===== config.mk =====
export PLATFORM = sky130hd
export DESIGN_NAME = bprm_udiv
export DESIGN_NICKNAME = d
export VERILOG_FILES = /design/src/rtl/blinn_phong_reflectance_map_assert.svh /design/src/rtl/bprm_pkg.sv /design/src/rtl/bprm_udiv.sv
export SDC_FILE = /design/constraint.sdc
export NUM_CORES = 1
export LEC_CHECK = 0
export BUFFER_PORTS_ARGS = -buffer_cell sky130_fd_sc_hd__buf_2
export CORE_MARGIN = 2
export CORE_UTILIZATION = 63
export DETAILED_ROUTE_END_ITERATION = 10
export GPL_TIMING_DRIVEN = 0
export HOLD_SLACK_MARGIN = 0.15
export PLACE_DENSITY_LB_ADDON = 0.08
export SETUP_SLACK_MARGIN = 0.2
export SYNTH_ARGS = -nofsm -noshare
export SYNTH_HDL_FRONTEND = slang
export SYNTH_SLANG_ARGS = --single-unit

===== constraint.sdc =====
create_clock -name clk_i -period 8 [get_ports clk_i]
set_clock_uncertainty 0.1 [all_clocks]
set_input_delay 2.4 -clock clk_i [delete_from_list [all_inputs] [get_ports clk_i]]
set_output_delay 2.4 -clock clk_i [all_outputs]
set_load 0.05 [all_outputs]

===== src/rtl/blinn_phong_reflectance_map_assert.svh =====
// Assertion macros shared by the reflectance map RTL
`ifndef BLINN_PHONG_REFLECTANCE_MAP_ASSERT_SVH
`define BLINN_PHONG_REFLECTANCE_MAP_ASSERT_SVH

// Same-cycle implication, sampled on clk_i, off while rst_ni is low
`define BPRM_ASSERT_IMP(lbl, ante, cons) \
  lbl: assert property (@(posedge clk_i) disable iff (!rst_ni) (ante) |-> (cons)) \
    else $error("bprm: same-cycle check failed");

// Next-cycle implication, sampled on clk_i, off while rst_ni is low
`define BPRM_ASSERT_NXT(lbl, ante, cons) \
  lbl: assert property (@(posedge clk_i) disable iff (!rst_ni) (ante) |=> (cons)) \
    else $error("bprm: next-cycle check failed");

`endif


===== src/rtl/bprm_pkg.sv =====
// Shared types, constants, sine ROM and fixed-point helpers for the reflectance map
package bprm_pkg;

  localparam int FRAC_BITS = 15;
  localparam int ONE_Q     = 1 << FRAC_BITS;
  localparam int ROM_W     = FRAC_BITS + 1;
  localparam int TRIG_W    = FRAC_BITS + 2;
  localparam int HALF_W    = TRIG_W + 1;
  localparam int SUMSQ_W   = 2 * HALF_W - 2;
  localparam int LEN_W     = SUMSQ_W / 2;
  localparam int COEF_W    = 15;
  localparam int ORDER_W   = 7;
  localparam int THETA_W   = 7;
  localparam int PHI_W     = 9;
  localparam int OUT_W     = 8;
  localparam int BASE_W    = COEF_W + TRIG_W + 1;
  localparam int NUM_W     = BASE_W + 1;
  localparam int MX_W      = BASE_W - 1;
  localparam int DEG_W     = 10;
  localparam int ROM_DEPTH = 91;
  localparam int IDX_W     = 7;
  localparam int ADDR_W    = 5;
  localparam int DATA_W    = 32;

  localparam int DEG_QTR   = 90;
  localparam int DEG_HALF  = 180;
  localparam int DEG_3QTR  = 270;
  localparam int DEG_FULL  = 360;
  localparam int GRAY_MAX  = 255;

  localparam longint unsigned PI_Q30 = 64'd3373259426;

  typedef logic signed [TRIG_W-1:0] trig_t;
  typedef logic [ROM_W-1:0] sin_rom_t [ROM_DEPTH];

  // Register map, one word per register
  typedef enum logic [2:0] {
    REG_IN_THETA  = 3'd0,
    REG_IN_PHI    = 3'd1,
    REG_AMBIENT   = 3'd2,
    REG_DIFFUSE   = 3'd3,
    REG_SPECULAR  = 3'd4,
    REG_SPEC_ORD  = 3'd5
  } cfg_reg_e;

  // Incident-ray terms that feed the half vector
  typedef struct packed {
    trig_t hxi;
    trig_t hzi;
    trig_t cti;
  } in_ray_t;

  // Brightness terms that depend only on configuration
  typedef struct packed {
    logic signed [BASE_W-1:0] base;
    logic signed [BASE_W-1:0] mx;
    logic [COEF_W-1:0]        ks;
  } norm_cfg_t;

  // Sine of 0..89 degrees from a Q30 Taylor series, rounded to QF; 90 is exactly one
  function automatic sin_rom_t build_sin_rom();
    sin_rom_t          rom;
    longint unsigned   x;
    longint unsigned   x2;
    longint unsigned   term;
    longint            sum;
    for (int a = 0; a < DEG_QTR; a++) begin
      x    = (64'(a) * PI_Q30) / 64'd180;
      x2   = (x * x) >> 30;
      term = x;
      sum  = longint'(x);
      term = ((term * x2) >> 30) / 64'd6;
      sum  = sum - longint'(term);
      term = ((term * x2) >> 30) / 64'd20;
      sum  = sum + longint'(term);
      term = ((term * x2) >> 30) / 64'd42;
      sum  = sum - longint'(term);
      term = ((term * x2) >> 30) / 64'd72;
      sum  = sum + longint'(term);
      term = ((term * x2) >> 30) / 64'd110;
      sum  = sum - longint'(term);
      term = ((term * x2) >> 30) / 64'd156;
      sum  = sum + longint'(term);
      term = ((term * x2) >> 30) / 64'd210;
      sum  = sum - longint'(term);
      if (sum < 0) begin
        sum = 0;
      end
      rom[a] = ROM_W'((sum + (64'sd1 <<< (29 - FRAC_BITS))) >>> (30 - FRAC_BITS));
    end
    rom[DEG_QTR] = ROM_W'(ONE_Q);
    return rom;
  endfunction

  localparam sin_rom_t SIN_ROM = build_sin_rom();

  // Sine of any angle below two turns, by quadrant symmetry
  function automatic trig_t sin_deg(input logic [DEG_W-1:0] deg);
    logic [DEG_W-1:0] d;
    logic [DEG_W-1:0] r;
    logic             neg;
    trig_t            mag;
    d = (deg >= DEG_W'(DEG_FULL)) ? deg - DEG_W'(DEG_FULL) : deg;
    if (d <= DEG_W'(DEG_QTR)) begin
      r   = d;
      neg = 1'b0;
    end else if (d <= DEG_W'(DEG_HALF)) begin
      r   = DEG_W'(DEG_HALF) - d;
      neg = 1'b0;
    end else if (d <= DEG_W'(DEG_3QTR)) begin
      r   = d - DEG_W'(DEG_HALF);
      neg = 1'b1;
    end else begin
      r   = DEG_W'(DEG_FULL) - d;
      neg = 1'b1;
    end
    mag = trig_t'({1'b0, SIN_ROM[r[IDX_W-1:0]]});
    return neg ? -mag : mag;
  endfunction

  // QF product rounded toward minus infinity
  function automatic trig_t mul_q(input trig_t a, input trig_t b);
    logic signed [2*TRIG_W-1:0] prod;
    prod = a * b;
    return trig_t'(prod >>> FRAC_BITS);
  endfunction

endpackage


===== src/rtl/bprm_udiv.sv =====
// Pipelined division of the up component by the half vector length
module bprm_udiv import bprm_pkg::*; (
  input  logic                      clk_i,
  input  logic                      rst_ni,
  input  logic                      adv_i,
  input  logic                      valid_i,
  input  logic [LEN_W-1:0]          len_i,
  input  logic signed [HALF_W-1:0]  hy_i,
  output logic                      valid_o,
  output trig_t                     u_o
);

  localparam int QW    = FRAC_BITS + 1;
  localparam int PER   = 2;
  localparam int NDS   = (QW + PER - 1) / PER;
  localparam int NST   = NDS + 2;
  localparam int DIV_W = LEN_W + QW;

  logic [NST-1:0]       vld_q;
  logic [HALF_W-2:0]    hy_mag;
  logic [DIV_W-1:0]     num0_q;
  logic [LEN_W-1:0]     len0_q;
  logic                 neg0_q, zero0_q;
  logic [DIV_W-1:0]     rem_q  [NDS];
  logic [QW-1:0]        quo_q  [NDS];
  logic [LEN_W-1:0]     len_q  [NDS];
  logic                 neg_q  [NDS];
  logic                 zero_q [NDS];
  trig_t                u_q;

  // Advance valid bits with the data
  always_ff @(posedge clk_i or negedge rst_ni) begin
    if (!rst_ni) begin
      vld_q <= '0;
    end else if (adv_i) begin
      vld_q <= {vld_q[NST-2:0], valid_i};
    end
  end

  // Setup: magnitude of the dividend, sign and zero length
  assign hy_mag = hy_i[HALF_W-1] ? (HALF_W-1)'(-hy_i) : (HALF_W-1)'(hy_i);

  always_ff @(posedge clk_i) begin
    if (adv_i) begin
      num0_q  <= DIV_W'(hy_mag) << FRAC_BITS;
      len0_q  <= len_i;
      neg0_q  <= hy_i[HALF_W-1];
      zero0_q <= (len_i == '0);
    end
  end

  for (genvar s = 0; s < NDS; s++) begin : g_step
    logic [DIV_W-1:0] rem_in, rem_d;
    logic [QW-1:0]    quo_in, quo_d;
    logic [LEN_W-1:0] len_in;
    logic             neg_in, zero_in;

    if (s == 0) begin : g_first
      assign rem_in  = num0_q;
      assign quo_in  = '0;
      assign len_in  = len0_q;
      assign neg_in  = neg0_q;
      assign zero_in = zero0_q;
    end else begin : g_next
      assign rem_in  = rem_q[s-1];
      assign quo_in  = quo_q[s-1];
      assign len_in  = len_q[s-1];
      assign neg_in  = neg_q[s-1];
      assign zero_in = zero_q[s-1];
    end

    // Restoring division, two quotient bits per stage
    always_comb begin
      rem_d = rem_in;
      quo_d = quo_in;
      for (int j = 0; j < PER; j++) begin
        if (s * PER + j < QW) begin
          if (rem_d >= (DIV_W'(len_in) << (QW - 1 - (s * PER + j)))) begin
            rem_d = rem_d - (DIV_W'(len_in) << (QW - 1 - (s * PER + j)));
            quo_d[QW-1-(s*PER+j)] = 1'b1;
          end
        end
      end
    end

    always_ff @(posedge clk_i) begin
      if (adv_i) begin
        rem_q[s]  <= rem_d;
        quo_q[s]  <= quo_d;
        len_q[s]  <= len_in;
        neg_q[s]  <= neg_in;
        zero_q[s] <= zero_in;
      end
    end
  end

  // Clamp to one, restore sign, force zero for a zero-length half vector
  logic [QW-1:0] quo_last;
  trig_t         u_mag;

  assign quo_last = quo_q[NDS-1];
  assign u_mag    = (quo_last > QW'(ONE_Q)) ? trig_t'(ONE_Q) : trig_t'({1'b0, quo_last});

  always_ff @(posedge clk_i) begin
    if (adv_i) begin
      if (zero_q[NDS-1]) begin
        u_q <= '0;
      end else if (neg_q[NDS-1]) begin
        u_q <= -u_mag;
      end else begin
        u_q <= u_mag;
      end
    end
  end

  assign valid_o = vld_q[NST-1];
  assign u_o     = u_q;

endmodule


==> flow_metrics.env, run 1 <==
export IMPL_outcome="complete, no violations"
export IMPL_dieArea_sq_mm=0.0523
export IMPL_gp_congestion=0.955
export IMPL_power_frac_clock=0.144
export IMPL_fp_coreArea_sq_mm=0.0500
export IMPL_cp_arrival_ns=7.82
export IMPL_syn_nets=3515
export IMPL_cp_startpoint="len_q[5][0]$_DFFE_PP_"
export IMPL_dr_pass1_iters=7
export IMPL_layout_cells_non_filler=4021
export IMPL_max_slew_margin=0.259
export IMPL_hold_violations=0
export IMPL_grt_pass1_vias=24740
export IMPL_viasPerCell=6.26
export IMPL_cap_violations=0
export IMPL_fin_area_sq_mm=0.0347
export IMPL_grt_pass1_wl_um=128000
export IMPL_critPathMaxFanout=10
export IMPL_clockRootBuffer="clkbuf_16"
export IMPL_drt_iter0_drc=2002
export IMPL_crit_type="flop to flop"
export IMPL_finalCriticalPeriod_ns=7.56
export IMPL_die_y_um=229
export IMPL_h_tree_depth=2
export IMPL_r2r_end="rem_q[6][25]$_DFFE_PP_"
export IMPL_p_total_mw=15.5
export IMPL_hold_buffers=0
export IMPL_grt_remaining_overflow=0
export IMPL_slew_violations=0
export IMPL_antenna_found_initial=0
export IMPL_p_sw_mw=6.73
export IMPL_report_final_setup_viol=0
export IMPL_grtUsageTotal=0.304
export IMPL_worst_ep_required_time_ns=8.26
export IMPL_post_place_cells=3931
export IMPL_numCtsBuffers=47
export IMPL_synth_mux_area_frac=0.0341
export IMPL_setup_ws_ns=0.436
export IMPL_cp_end_kind="flop"
export IMPL_ys_types=93
export IMPL_synth_top_family_by_area="compound AO/OA/AOI/OAI gates"
export IMPL_ys_ff_latch=445
export IMPL_synth_compound_area_frac=0.177
export IMPL_syn_area_per_cell_sq_um=9.93
export IMPL_cts_max_path_buffers=3
export IMPL_tightest_slew_ns=1.08
export IMPL_drc_errors=0
export IMPL_leakagePower_nw=13.9
export IMPL_reg2reg_setup_slack_ns=0.44
export IMPL_fmax_ghz=0.132
export IMPL_fp_dieW_um=229
export IMPL_power_frac_comb=0.598
export IMPL_path_clk_slew_ns=0.06
export IMPL_num_rows=82
export IMPL_synthSimpleGateAreaFrac=0.146
export IMPL_power_density_mw_per_mm2=446
export IMPL_internal_power_mw=8.74
export IMPL_grt_max_degree=144
export IMPL_seqPwrFrac=0.257
export IMPL_clock_latency_ns=0.63
export IMPL_routedWlPerCell_um=19.9
export IMPL_crit_path_start_kind="flop"
export IMPL_fin_crit_sh=0.946
export IMPL_synth_area_sq_mm=0.0318
export IMPL_reg2reg_depth=22
export IMPL_nNetsFinal=3625
export IMPL_synth_edf_count=435
export IMPL_fin_util=0.694
export IMPL_hold_class="flop to flop"
export IMPL_dpl_cell_area_sq_mm=0.0330
export IMPL_cts_tree="built"
export IMPL_synth_xor_xnor_area_share=0.0780
export IMPL_synth_fa_ha_area_frac=0.111
export IMPL_dp_slack_ns=0.154
export IMPL_cts_sinks=445
export IMPL_synthFlopType="edfxtp_1"
export IMPL_yosysSeqAreaShare=0.419
export IMPL_ios=57
export IMPL_irDropWorstVdd_uv=391
export IMPL_endpoint="rem_q[6][25]$_DFFE_PP_"
export IMPL_switching_share=0.435
export IMPL_syn2layout_area_growth_pct=9.15
export IMPL_yosysWarningCount=0
export IMPL_start_util=0.636
export IMPL_synth_async_sr_flop_share=0.0225
export IMPL_hpwl_um=62100
export IMPL_r2r_start="len_q[5][0]$_DFFE_PP_"
export IMPL_drive_gt1_frac=0.0899
export IMPL_rsz0062_at_grt="false"
export IMPL_drtAntennaViolNets=0
export IMPL_postSynthCellCount=3200
export IMPL_port_buffers=56
export IMPL_vias=25190
export IMPL_diodes=0
export IMPL_wl_um=80000
cell families (layout without fill, tap and decap cells):
group,after synthesis,after routing
compound gates,872,872
xor+xnor,282,282
fa+ha+maj,276,276
buf+inv,292,441
flops,445,445
mux,97,97
simple gates,936,936
per-layer routing:
layer  up-vias  GRT usage  routed length [um]
met5         -          0                   0
met4         0      0.136                3440
met3       204     0.0318                4340
met2       857      0.526               38900
met1     12012      0.385               33300
li1      12117          -                   -
per-stage QoR:
step | hold WS (ns) | setup TNS, ns
floorplan | 0.300 | 0
global placement | 0.301 | -697.52
detailed placement | 0.305 | 0
CTS | 0.290 | 0
global route | 0.304 | 0
finish | 0.301 | 0
flip-flops by register name (all words and copies together), names as in the netlist:
signal / count
u_o: 17
neg_q: 8
vld_q: 10
quo_q: 72
g_step.neg_in: 1
g_step.zero_in: 1
len_q: 119
zero_q: 8
g_step.len_in: 17
rem_q: 175
g_step.rem_in: 17
layout by cell type (no fill, tap or decap), types with 12 or more instances in the layout:
master / Yosys / routed
and2_1: 17 / 17
o21a_1: 41 / 41
clkbuf_2: 0 / 12
inv_1: 219 / 219
a211oi_1: 18 / 17
nand3_1: 67 / 67
mux2_2: 86 / 86
buf_2: 9 / 64
or3_1: 25 / 25
nand2b_1: 44 / 44
a21oi_1: 245 / 245
a21o_1: 109 / 109
nand4_1: 47 / 47
ha_1: 267 / 267
and3_1: 26 / 26
a21boi_0: 14 / 14
a211o_1: 12 / 12
nor3_1: 66 / 66
nor2_1: 217 / 217
xor2_1: 93 / 93
nand2_1: 275 / 275
a31oi_1: 24 / 22
xnor2_1: 188 / 188
o21bai_1: 28 / 28
o31ai_1: 35 / 35
o211ai_1: 15 / 15
nor2b_1: 44 / 44
clkbuf_1: 51 / 42
clkbuf_16: 0 / 47
nor4_1: 36 / 36
edfxtp_1: 435 / 435
o21ai_0: 213 / 213
power groups by stage:
stage               registers (mW)  clock network [mW]  logic, mW
finish                        3.98                2.23       9.25
global route                  4.04                2.35       10.3
CTS                           3.97                2.27       9.04
detailed placement            4.02                   0       8.94
global placement              4.03                   0       8.67
floorplan                     3.84                   0       7.07
cell usage after synthesis, types with 24 or more instances:
cell      instances  area share
a21o_1          109       0.026
a21oi_1         245       0.039
a31oi_1          24      0.0047
and3_1           26      0.0051
clkbuf_1         51      0.0060
edfxtp_1        435        0.41
ha_1            267        0.11
inv_1           219       0.026
mux2_2           86       0.030
nand2_1         275       0.032
nand2b_1         44      0.0087
nand3_1          67       0.011
nand4_1          47      0.0093
nor2_1          217       0.026
nor2b_1          44      0.0087
nor3_1           66       0.010
nor4_1           36      0.0071
o21a_1           41      0.0097
o21ai_0         213       0.034
o21bai_1         28      0.0066
o31ai_1          35      0.0083
or3_1            25      0.0049
xnor2_1         188       0.052
xor2_1           93       0.026
worst min path at each step:
| stage | from | endpoint | cells after the start |
|---|---|---|---|
| after global routing | g_step[0].zero_in$_DFFE_PP_ | zero_q[0][0]$_DFFE_PP_ | 0 |
| final | g_step[0].zero_in$_DFFE_PP_ | zero_q[0][0]$_DFFE_PP_ | 0 |
| after detailed placement | quo_q[0][60]$_DFFE_PP_ | quo_q[1][12]$_DFFE_PP_ | 0 |
| after global placement | neg_q[0][0]$_DFFE_PP_ | neg_q[0][1]$_DFFE_PP_ | 0 |
| after CTS | g_step[0].zero_in$_DFFE_PP_ | zero_q[0][0]$_DFFE_PP_ | 0 |
| after floorplan | g_step[0].neg_in$_DFFE_PP_ | neg_q[0][0]$_DFFE_PP_ | 0 |
what timing repair did:
action / in CTS / in global routing
setup endpoints to repair: 1 / 142
endpoints found under the hold margin: 0 / 0
setup buffers: 0 / 2
gates resized for setup: 1 / 30
pin swaps: 0 / 1
critical path, cell delays in order (launching register included):
cell and delay [ns]:
edfxtp_1 0.49, inv_1 0.17, fa_1 0.49, a211oi_1 0.31, o21ai_0 0.30, a22o_1 0.31, o21ai_0 0.42, o211a_1 0.31
clkbuf_2 0.31, clkbuf_2 0.32, nor2_1 0.11, ha_1 0.32, nor2b_1 0.14, o21ai_0 0.23, a21boi_0 0.16, o21ai_0 0.30
a2111oi_0 0.21, a2111oi_1 0.55, o21ai_0 0.32, a41oi_1 0.37, nand3_1 0.35, nor2_1 0.23, xor2_1 0.48
layout make-up:
type	count	area, sq um
Sequential cell	445	13300
Clock inverter	39	433
Fill cell	3755	15300
Multi-Input combinational cell	2463	17400
Inverter	223	837
Buffer	69	319
Timing Repair Buffer	61	388
Tap cell	672	841
Clock buffer	49	1180
(Power assumes the default switching activity.)
==> run 2, diff against run 1 <==
--- a/config.mk
+++ b/config.mk
@@ -7,7 +7,7 @@
 export LEC_CHECK = 0
 export BUFFER_PORTS_ARGS = -buffer_cell sky130_fd_sc_hd__buf_2
 export CORE_MARGIN = 2
-export CORE_UTILIZATION = 63
+export CORE_UTILIZATION = 40
 export DETAILED_ROUTE_END_ITERATION = 10
 export GPL_TIMING_DRIVEN = 0
 export HOLD_SLACK_MARGIN = 0.15
==> flow_metrics.env, run 2 (same netlist as run 1, synthesis figures left out) <==
export IMPL_dieArea_sq_mm=0.0817
export IMPL_final_common_cell="edfxtp_1"
export IMPL_finalCriticalPeriod_ns=7.38
export IMPL_start_util=0.403
export IMPL_die_y_um=286
export IMPL_fin_area_sq_mm=0.0354
export IMPL_critPathMaxFanout=10
export IMPL_crit_type="flop to flop"
export IMPL_rsz0062_at_grt="false"
export IMPL_hold_class="flop to flop"
export IMPL_cap_violations=0
export IMPL_p_total_mw=15.8
export IMPL_routedWlPerCell_um=18.9
export IMPL_seqCellArea_sq_mm=0.0133
export IMPL_hold_violations=0
export IMPL_cp_end_kind="flop"
export IMPL_cts_max_path_buffers=3
export IMPL_layout_common_cells="edfxtp_1 (435), nand2_1 (275), ha_1 (267)"
export IMPL_numCtsBuffers=53
export IMPL_diodes=0
export IMPL_vias=24405
export IMPL_grtUsageTotal=0.202
export IMPL_viasPerCell=5.53
export IMPL_ios=57
export IMPL_drtAntennaViolNets=0
export IMPL_slew_violations=0
export IMPL_num_rows=103
export IMPL_cts_sinks=445
export IMPL_fmax_ghz=0.136
export IMPL_fp_coreArea_sq_mm=0.0789
export IMPL_drc_errors=0
export IMPL_nNetsFinal=3632
export IMPL_port_buffers=56
export IMPL_clock_latency_ns=0.63
export IMPL_worst_ep_required_time_ns=8.25
export IMPL_cts_tree="built"
export IMPL_dr_pass1_iters=7
export IMPL_largest_reg_flops=175
export IMPL_h_tree_depth=2
export IMPL_power_density_mw_per_mm2=445
export IMPL_reg_top3="rem_q: 175 flops, len_q: 119 flops, quo_q: 72 flops"
export IMPL_largest_register="rem_q"
export IMPL_drive_gt1_frac=0.0925
export IMPL_outcome="complete, no violations"
export IMPL_irDropWorstVdd_uv=304
export IMPL_path_clk_slew_ns=0.06
export IMPL_hpwl_um=66300
export IMPL_grt_max_degree=140
export IMPL_grt_remaining_overflow=0
export IMPL_wl_um=83400
export IMPL_dpl_cell_area_sq_mm=0.0335
export IMPL_report_final_setup_viol=0
export IMPL_grt_pass1_vias=24710
export IMPL_clockRootBuffer="clkbuf_16"
export IMPL_crit_path_start_kind="flop"
export IMPL_fin_crit_sh=0.922
export IMPL_cp_arrival_ns=7.63
export IMPL_multiInputGateArea_sq_mm=0.0174
export IMPL_max_slew_margin=0.294
export IMPL_tightest_slew_ns=1.03
export IMPL_syn2layout_area_growth_pct=11.5
export IMPL_gp_congestion=0.935
export IMPL_leakagePower_nw=14.1
export IMPL_num_fill_cells=7470
export IMPL_grt_pass1_wl_um=132000
export IMPL_antenna_found_initial=0
export IMPL_drt_iter0_drc=1578
export IMPL_fp_dieW_um=286
==> run 2: cell count changes in the layout (fill, tap and decap cells not counted), moves of 2 or more <==
cell        previous run  this run
bufinv_16              5        10
clkbuf_1              42        44
clkbuf_16             47        53
clkbuf_2              12        15
clkinv_16              3         1
clkinvlp_4            11         7
o21ai_0              213       211
o21ai_1                2         4
==> run 2: per-stage QoR <==
stage / std cells / util / setup WS [ns] / setup TNS [ns] / hold WS [ns]
after global routing: 4411 / 0.449 / 0.108 / 0 / 0.324
after global placement: 4306 / 0.423 / -2.44 / -856.09 / 0.301
after CTS: 4408 / 0.448 / 0.229 / 0 / 0.317
final: 4411 / 0.449 / 0.622 / 0 / 0.312
after floorplan: 3200 / - / 1.66 / 0 / 0.300
after detailed placement: 4309 / 0.424 / -0.342 / -4.20 / 0.305
==> run 2: final timing paths <==
kind,from,end,slack (ns),cells past startpoint
hold / removal,quo_q[1][37]$_DFFE_PP_,quo_q[1][53]$_DFFE_PP_,0.31,0
min in group asynchronous,rst_ni,vld_q[7]$_DFFE_PN0P_,1.54,1
setup / recovery,len_q[3][0]$_DFFE_PP_,rem_q[4][7]$_DFFE_PP_,0.62,26
max in group asynchronous,rst_ni,vld_q[1]$_DFFE_PN0P_,6.08,1
hold reg to reg,quo_q[1][37]$_DFFE_PP_,quo_q[1][53]$_DFFE_PP_,0.31,0
setup reg to reg,len_q[3][0]$_DFFE_PP_,rem_q[4][7]$_DFFE_PP_,0.62,26
==> run 2: final cells by class <==
class | count | area share
multi-input combinational | 2463 | 0.490
sequential | 445 | 0.376
clock buffer | 60 | 0.0382
tap | 1050 | 0.0371
inverter | 223 | 0.0237
clock inverter | 39 | 0.0144
timing repair buffer | 62 | 0.0112
buffer | 69 | 0.00915
==> run 2: where the power goes <==
part | internal (mW) | total, mW | switching [mW] | leakage (nW)
registers | 3.54 | 3.96 | 0.418 | 4.30
logic | 3.94 | 9.24 | 5.31 | 8.90
clock network | 1.55 | 2.56 | 1.01 | 0.892
total | 9.03 | 15.8 | 6.74 | 14.1
==> run 2: critical path, stage by stage (launching register included) <==
cell and delay, ns:
edfxtp_1 0.53, inv_1 0.26, fa_1 0.48, a21o_1 0.22, a41oi_1 0.30, nand2_1 0.24
a211oi_2 0.40, nand3_1 0.14, clkbuf_1 0.28, clkbuf_2 0.32, clkbuf_2 0.31, nor2_1 0.14
a21oi_1 0.07, ha_1 0.34, o21ai_0 0.10, a21oi_1 0.10, o21ai_1 0.28, o31ai_1 0.15
a21oi_1 0.28, o21ai_0 0.24, a221oi_1 0.53, and3_1 0.28, and4_1 0.26, buf_2 0.31
inv_2 0.14, o211ai_1 0.17, o21ai_0 0.11
==> run 2: routing by layer <==
| layer | part of all wire | vias up | wire [um] | global-route usage |
|---|---|---|---|---|
| met2 | 0.51 | 452 | 42400 | 0.374 |
| met3 | 0.028 | 165 | 2330 | 0.0196 |
| met5 | 0 | - | 0 | 0 |
| met1 | 0.42 | 11655 | 35400 | 0.241 |
| li1 | - | 12133 | - | - |
| met4 | 0.039 | 0 | 3290 | 0.0804 |
==> run 2: timing repair <==
| action | in CTS | in global routing |
|---|---|---|
| hold buffers | 0 | 0 |
| resized for setup | 7 | 32 |
| setup buffers | 0 | 3 |
| endpoints found under the hold margin | 0 | 0 |
| endpoints found under the setup margin | 72 | 146 |
==> run 3, diff against run 2 <==
--- a/config.mk
+++ b/config.mk
@@ -7,7 +7,7 @@
 export LEC_CHECK = 0
 export BUFFER_PORTS_ARGS = -buffer_cell sky130_fd_sc_hd__buf_2
 export CORE_MARGIN = 2
-export CORE_UTILIZATION = 40
+export CORE_UTILIZATION = 30
 export DETAILED_ROUTE_END_ITERATION = 10
 export GPL_TIMING_DRIVEN = 0
 export HOLD_SLACK_MARGIN = 0.15
==> flow_metrics.env, run 3 (same netlist as run 1, synthesis figures left out) <==
export IMPL_cts_sinks=445
export IMPL_report_final_setup_viol=0
export IMPL_critPathMaxFanout=10
export IMPL_reg2reg_setup_slack_ns=0.66
export IMPL_numCtsBuffers=54
export IMPL_whs_path_depth=0
export IMPL_post_place_cells=4651
export IMPL_path_clk_slew_ns=0.06
export IMPL_fmax_ghz=0.136
export IMPL_max_slew_margin=0.210
export IMPL_cap_violations=0
export IMPL_gr_usage_met2=0.296
export IMPL_worst_ep_required_time_ns=8.33
export IMPL_clockRootBuffer="clkbuf_16"
export IMPL_cts_max_path_buffers=3
export IMPL_fin_area_sq_mm=0.0358
export IMPL_leakagePower_nw=14.1
export IMPL_layout_common_cells="edfxtp_1 (435), nand2_1 (275), ha_1 (267)"
export IMPL_grt_pass1_vias=24629
export IMPL_fin_hold_ws_ns=0.316
export IMPL_diodes=0
export IMPL_h_tree_depth=2
export IMPL_grt_pass1_wl_um=139000
export IMPL_start_util=0.302
export IMPL_wl_um=88900
export IMPL_dr_pass1_iters=5
export IMPL_clock_latency_ns=0.66
export IMPL_grtUsageTotal=0.163
export IMPL_routedWlPerCell_um=18.7
export IMPL_die_y_um=329
export IMPL_tightest_slew_ns=1.15
export IMPL_fp_coreArea_sq_mm=0.105
export IMPL_crit_path_start_kind="flop"
export IMPL_finalCriticalPeriod_ns=7.34
export IMPL_finalSetupTns_ns=0
export IMPL_cp_startpoint="len_q[1][4]$_DFFE_PP_"
export IMPL_dpl_cell_area_sq_mm=0.0339
export IMPL_p_total_mw=15.7
export IMPL_gp_congestion=0.897
export IMPL_rsz0062_at_grt="false"
export IMPL_fin_util=0.341
export IMPL_viasPerCell=5.12
export IMPL_hold_buffers=0
export IMPL_largest_register="rem_q"
export IMPL_grt_use_met1=0.194
export IMPL_antenna_found_initial=1
export IMPL_crit_type="flop to flop"
export IMPL_grt_remaining_overflow=0
export IMPL_dieArea_sq_mm=0.109
export IMPL_num_fill_cells=10720
export IMPL_hpwl_um=71600
export IMPL_reg2reg_depth=27
export IMPL_largest_reg_flops=175
export IMPL_fin_crit_sh=0.917
export IMPL_cts_tree="built"
export IMPL_drtAntennaViolNets=0
export IMPL_r2r_start="len_q[1][4]$_DFFE_PP_"
export IMPL_outcome="complete, no violations"
export IMPL_layout_cells_non_filler=4753
export IMPL_power_density_mw_per_mm2=439
export IMPL_r2r_end="rem_q[2][30]$_DFFE_PP_"
export IMPL_grt_use_met3=0.0223
export IMPL_fp_dieW_um=329
export IMPL_hold_violations=0
export IMPL_min_to="quo_q[1][55]$_DFFE_PP_"
export IMPL_port_buffers=56
export IMPL_drc_errors=0
export IMPL_min_from="quo_q[1][39]$_DFFE_PP_"
export IMPL_nNetsFinal=3634
export IMPL_drive_gt1_frac=0.0919
export IMPL_hold_class="flop to flop"
export IMPL_drt_iter0_drc=1323
export IMPL_irDropWorstVdd_uv=218
export IMPL_vias=24333
export IMPL_setup_ws_ns=0.665
export IMPL_num_rows=119
export IMPL_syn2layout_area_growth_pct=12.8
export IMPL_reg_top3="rem_q: 175 flops, len_q: 119 flops, quo_q: 72 flops"
export IMPL_ios=57
export IMPL_cp_end_kind="flop"
export IMPL_slew_violations=0
export IMPL_dp_slack_ns=-0.468
export IMPL_final_common_cell="edfxtp_1"
export IMPL_top_usage_layer="met2"
export IMPL_grt_max_degree=115
export IMPL_cp_arrival_ns=7.66
-- run 3: cell count changes in the layout (fill, tap and decap cells not counted), sizes merged --
cell,change
clkinvlp,-5
clkbuf,+7
bufinv,-4
clkinv,+2
buf,+1
-- run 3: power breakdown --
group | total, mW | switching [mW] | internal, mW | leakage (nW)
Sequential | 3.97 | 0.425 | 3.54 | 4.30
Clock | 2.46 | 1.02 | 1.44 | 0.864
Combinational | 9.29 | 5.34 | 3.95 | 8.93
Total | 15.7 | 6.78 | 8.93 | 14.1
-- run 3: final cells by class --
type / instances / area [sq um] / area share
Multi-Input combinational cell: 2463 / 17400 / 0.486
Sequential cell: 445 / 13300 / 0.372
Tap cell: 1391 / 1740 / 0.0486
Clock buffer: 67 / 1400 / 0.0391
Inverter: 223 / 841 / 0.0235
Timing Repair Buffer: 63 / 423 / 0.0118
Clock inverter: 32 / 370 / 0.0103
Buffer: 69 / 329 / 0.00918
-- run 3: worst max-delay path: stages, from the launching register on --
cell and delay (ns):
edfxtp_1 0.40, inv_1 0.19, ha_1 0.26, clkbuf_1 0.18
a2111o_1 0.44, a31oi_1 0.29, o21ai_0 0.25, a41oi_1 0.41
o22ai_1 0.18, nand3b_1 0.22, buf_2 0.23, clkbuf_2 0.30
and2_1 0.27, ha_1 0.31, nor2b_1 0.14, o21ai_0 0.21
a21oi_1 0.13, o21ai_0 0.16, nand2b_1 0.11, a31oi_1 0.42
nor2_1 0.15, o41a_1 0.44, nor2b_1 0.23, nor3b_4 0.24
buf_4 0.19, clkbuf_2 0.27, nor2_1 0.10, xnor2_1 0.26
-- run 3: how the worst max path moves through the flow --
stage	slack (ns)	end
finish	0.66	rem_q[2][30]$_DFFE_PP_
global placement	-2.37	vld_q[2]$_DFFE_PN0P_
global route	0.22	rem_q[3][23]$_DFFE_PP_
floorplan	1.66	rem_q[5][32]$_DFFE_PP_
detailed placement	-0.47	rem_q[4][7]$_DFFE_PP_
CTS	0.20	rem_q[5][24]$_DFFE_PP_
-- run 3: layer usage --
layer | vias up | share of wire
li1 | 12123 | -
met1 | 11592 | 0.42
met2 | 461 | 0.51
met3 | 157 | 0.035
met4 | 0 | 0.038
met5 | - | 0
-- run 3: what timing repair did --
action,in CTS,in global routing
endpoints found under the setup margin,90,148
pin swaps,0,0
setup buffers,0,3
gates resized for setup,10,38
